### config.mk
export PLATFORM = sky130hd
export DESIGN_NAME = swht_mul
export DESIGN_NICKNAME = d
export VERILOG_FILES = /design/src/hdl/swht_mul.sv
export SDC_FILE = /design/constraint.sdc
export NUM_CORES = 2
export LEC_CHECK = 0
export BUFFER_PORTS_ARGS = -buffer_cell sky130_fd_sc_hd__buf_2
export CORE_MARGIN = 4
export CORE_UTILIZATION = 25
export CTS_CLUSTER_SIZE = 25
export DETAILED_ROUTE_END_ITERATION = 10
export PLACE_DENSITY_LB_ADDON = 0.15
export SLEW_MARGIN = 20
export SYNTH_ARGS = -nofsm -noshare
export SYNTH_HDL_FRONTEND = slang
export SYNTH_SLANG_ARGS = --single-unit
### constraint.sdc
create_clock -name clock -period 8.8 [get_ports clock]
set_input_delay 1.76 -clock clock [delete_from_list [all_inputs] [get_ports clock]]
set_output_delay 1.76 -clock clock [all_outputs]
set_load 0.01 [all_outputs]
### src/hdl/swht_mul.sv
// Two-stage signed multiplier built from four half-width partial products.
module swht_mul #(
   parameter int OPER_WIDTH = 33
) (
   input  logic                             clock,
   input  logic                             enable,
   input  logic signed [OPER_WIDTH-1:0]     a,
   input  logic signed [OPER_WIDTH-1:0]     b,
   output logic signed [2*OPER_WIDTH-1:0]   product
);
   localparam int LOW_W     = (OPER_WIDTH + 1) / 2;
   localparam int PART_IN_W = LOW_W + 1;
   localparam int PART_W    = 2 * PART_IN_W;
   localparam int PROD_W    = 2 * OPER_WIDTH;

   logic signed [PART_IN_W-1:0] a_lo, a_hi, b_lo, b_hi;
   logic signed [PART_W-1:0]    ll_in, lh_in, hl_in, hh_in;
   logic signed [PART_W-1:0]    ll_ff, lh_ff, hl_ff, hh_ff;
   logic signed [PROD_W-1:0]    mid;
   logic signed [PROD_W-1:0]    product_in, product_ff;

   // Split each operand into an unsigned low half and a signed high half.
   assign a_lo = signed'({1'b0, a[LOW_W-1:0]});
   assign b_lo = signed'({1'b0, b[LOW_W-1:0]});
   assign a_hi = PART_IN_W'(signed'(a[OPER_WIDTH-1:LOW_W]));
   assign b_hi = PART_IN_W'(signed'(b[OPER_WIDTH-1:LOW_W]));

   // First stage: the four partial products.
   assign ll_in = PART_W'(a_lo) * PART_W'(b_lo);
   assign lh_in = PART_W'(a_lo) * PART_W'(b_hi);
   assign hl_in = PART_W'(a_hi) * PART_W'(b_lo);
   assign hh_in = PART_W'(a_hi) * PART_W'(b_hi);

   always_ff @(posedge clock) begin
      if (enable) begin
         ll_ff <= ll_in;
         lh_ff <= lh_in;
         hl_ff <= hl_in;
         hh_ff <= hh_in;
      end
   end

   // Second stage: weight and add the partial products.
   assign mid        = PROD_W'(lh_ff) + PROD_W'(hl_ff);
   assign product_in = (PROD_W'(hh_ff) <<< (2 * LOW_W)) + (mid <<< LOW_W) + PROD_W'(ll_ff);

   always_ff @(posedge clock) begin
      if (enable) begin
         product_ff <= product_in;
      end
   end

   assign product = product_ff;

endmodule

==> flow_metrics.tcl <==
set metrics [dict create \
    reg2reg_depth 21 \
    die_x_um 445 \
    gp_congestion 0.804 \
    ys_seq_area_frac 0.126 \
    cp-startpoint "a[2]" \
    dr.pass1.iters 5 \
    rsz0062_at_grt "no" \
    via_per_inst 4.37 \
    wl_per_cell_um 19.4 \
    synth_top_area_frac 0.380 \
    place_inst 7643 \
    initial_core_util 0.253 \
    drv_slew 0 \
    avgSynthCellArea_um2 9.43 \
    critPathArrivalTime_ns 8.29 \
    fin_nets 6659 \
    area_growth_pct 10.4 \
    drt-initial-drc-count 1714 \
    holdBufCountCts 0 \
    hold_path.class "reg -> reg" \
    port-buffer-count 133 \
    first_global_vias 37400 \
    reg2reg_from "lh_ff[0]" \
    h-tree-depth 4 \
    fillers 20400 \
    final_common_cell "inv_1" \
    grt.overflow.total 0 \
    grt_first_pass_wirelength_um 232000 \
    status "completed" \
    fmax_mhz 125 \
    synth_area_um2 47700 \
    crit_chain "buf_2 -> nand2_1 -> fa_1 -> fa_1 -> inv_1 -> fa_1 -> fa_1 -> fa_1 -> inv_1 -> fa_1 -> inv_1 -> ha_1 -> a21o_1 -> a21o_1 -> a211oi_1 -> o31a_1 -> o211ai_1 -> a21boi_1 -> nor4_1 -> or3_1 -> a21oi_1 -> xnor2_1" \
    ioPinCount 134 \
    grt_usage 0.155 \
    ys.flop_type "edfxtp_1" \
    cts_sinks 200 \
    post_cts_resize_count 0 \
    yosys-top-cells-area "fa_1 (38%), ha_1 (14%), edfxtp_1 (13%), inv_1 (8.6%), and2_1 (6.8%)" \
    cts_tree "done" \
    synth_cell_types 82 \
    period_minus_slack_ns 7.98 \
    placementRows 159 \
    coreArea_um2 189000 \
    clock_path_buffers 2 \
    synth_seq_cells 200 \
    post-cts-setup-buffers 0 \
    reg2reg_to "product[64]" \
    die_h_um 445 \
    die_area_um2 198000 \
    clk_latency_ns 0.56 \
    drive_above_1_share 0.0689 \
    hold_end "product[6]" \
    cpPeakStageDelay_ns 0.59 \
    post-route-util 0.279 \
    yosys.area.top_type "fa_1" \
    final_area_um2 52600 \
    root_buffer "clkbuf_16" \
    fin_cells 7685 \
    path_class "in -> reg" \
    post-route-drc-count 0 \
    synth_cells 5053 \
    timing.max_cap.violations 0 \
    antenna_found_initial 28 \
    fin_setup_tns_ns 0 \
    fin_crit_sh 0.907 \
    synthArstFlopShare 0 \
    holdPathStages 0 \
    r2r_slack_ns 2.33 \
    cts_buffers 17 \
    syn_nets 6545 \
    drtAntennaViolNets 0 \
    worstSetupEndpointType "flop" \
    finalSetupViolCount 0 \
    slew_headroom 0.360 \
    cp_slowest_cell "buf_2" \
    hold_viol 0 \
    hp-start "ll_ff[6]" \
    synth_edf_count 200 \
    worst_setup_path_start_kind "primary input" \
    fin_worst_skew_ns 0.0321 \
    path_max_fanout 26 \
    wl_um 149000 \
    critical_path_required_ns 9.10 \
    hpwlAfterDp_um 124000 \
    ys_warn_count 0 \
    final_cell_mix "inv_1 (1096), fa_1 (904), nand2_1 (625)" \
    clkTransAtPathRegs_ns 0.09 \
    grt_max_degree 83 \
    crit_top_cell "fa_1" \
    worstMarginPinSlew_ns 0.960 \
    place_area_um2 52000 \
    num_vias 33600 \
]
critical path, delay by kind of cell:
family                   cells  cell delay [ns]
buffers and inverters        4             0.73
XOR/XNOR                     1             0.10
adder cells (fa/ha/maj)      7             3.36
AO/OA/AOI/OAI                7             1.67
AND/OR/NAND/NOR              3             0.62
logic make-up after synthesis:
| logic type | count (synthesis) | share of synthesized area |
|---|---|---|
| compound gates | 510 | 0.0711 |
| xor+xnor | 198 | 0.0367 |
| fa+ha+maj | 1424 | 0.516 |
| buf+inv | 1300 | 0.102 |
| flops | 200 | 0.126 |
| mux | 3 | 0.000630 |
| simple gates | 1418 | 0.147 |
per-stage QoR:
stage               hold slack [ns]  setup WS (ns)
detailed placement            0.405          0.273
floorplan                     0.400           1.22
finish                        0.423          0.819
CTS                           0.425          0.883
global placement              0.403          0.308
global route                  0.426          0.473
layer usage:
metal	global-route usage	vias to the layer above	wire (µm)
met3	0.0264	114	7380
li1	-	15700	-
met1	0.212	17200	68800
met5	0	-	20
met4	0.0390	2	2940
met2	0.257	617	69700
cell type report:
| type | instances | area (µm²) | area share |
|---|---|---|---|
| Antenna cell | 10 | 25.0 | 0.000476 |
| Clock buffer | 18 | 429 | 0.00816 |
| Clock inverter | 14 | 121 | 0.00231 |
| Inverter | 1097 | 4120 | 0.0783 |
| Multi-Input combinational cell | 3553 | 36800 | 0.699 |
| Sequential cell | 200 | 6010 | 0.114 |
| Tap cell | 2495 | 3120 | 0.0593 |
| Timing Repair Buffer | 298 | 2010 | 0.0383 |
cell usage after synthesis (all sizes together), types with 3 or more instances:
| cell | instances |
|---|---|
| xnor2 | 148 |
| or2 | 4 |
| or3 | 8 |
| a41oi | 4 |
| fa | 904 |
| o31ai | 8 |
| a21oi | 163 |
| o211ai | 6 |
| o21ai | 85 |
| and3 | 19 |
| ha | 520 |
| o21a | 27 |
| nor2 | 106 |
| a221oi | 4 |
| nor4 | 4 |
| mux2i | 3 |
| a211oi | 12 |
| o21bai | 37 |
| a21boi | 4 |
| a311o | 3 |
| a22oi | 4 |
| a31o | 5 |
| buf | 4 |
| nand2 | 625 |
| o2111ai | 4 |
| inv | 1097 |
| clkbuf | 199 |
| nor2b | 21 |
| a311oi | 5 |
| a21o | 90 |
| nand3 | 31 |
| o41ai | 4 |
| a2111oi | 7 |
| xor2 | 49 |
| nor3 | 24 |
| nand4 | 7 |
| a31oi | 17 |
| edfxtp | 200 |
| nand2b | 46 |
| and2 | 516 |
state kept, by name, indices dropped and copies added, names as in the netlist:
register / count
lh_ff: 34
ll_ff: 34
hh_ff: 32
hl_ff: 34
product: 66
worst max-delay path by stage:
stage / slack, ns / depth (start not counted) / to
floorplan: 1.22 / 22 / ll_ff[30]
CTS: 0.88 / 24 / hh_ff[31]
global placement: 0.31 / 22 / lh_ff[30]
detailed placement: 0.27 / 22 / lh_ff[30]
finish: 0.82 / 22 / lh_ff[30]
global route: 0.47 / 24 / hh_ff[31]
Power is left out: the tool's default activity adds up to more than one toggle a clock period on the data nets, which glitch-free logic cannot reach.
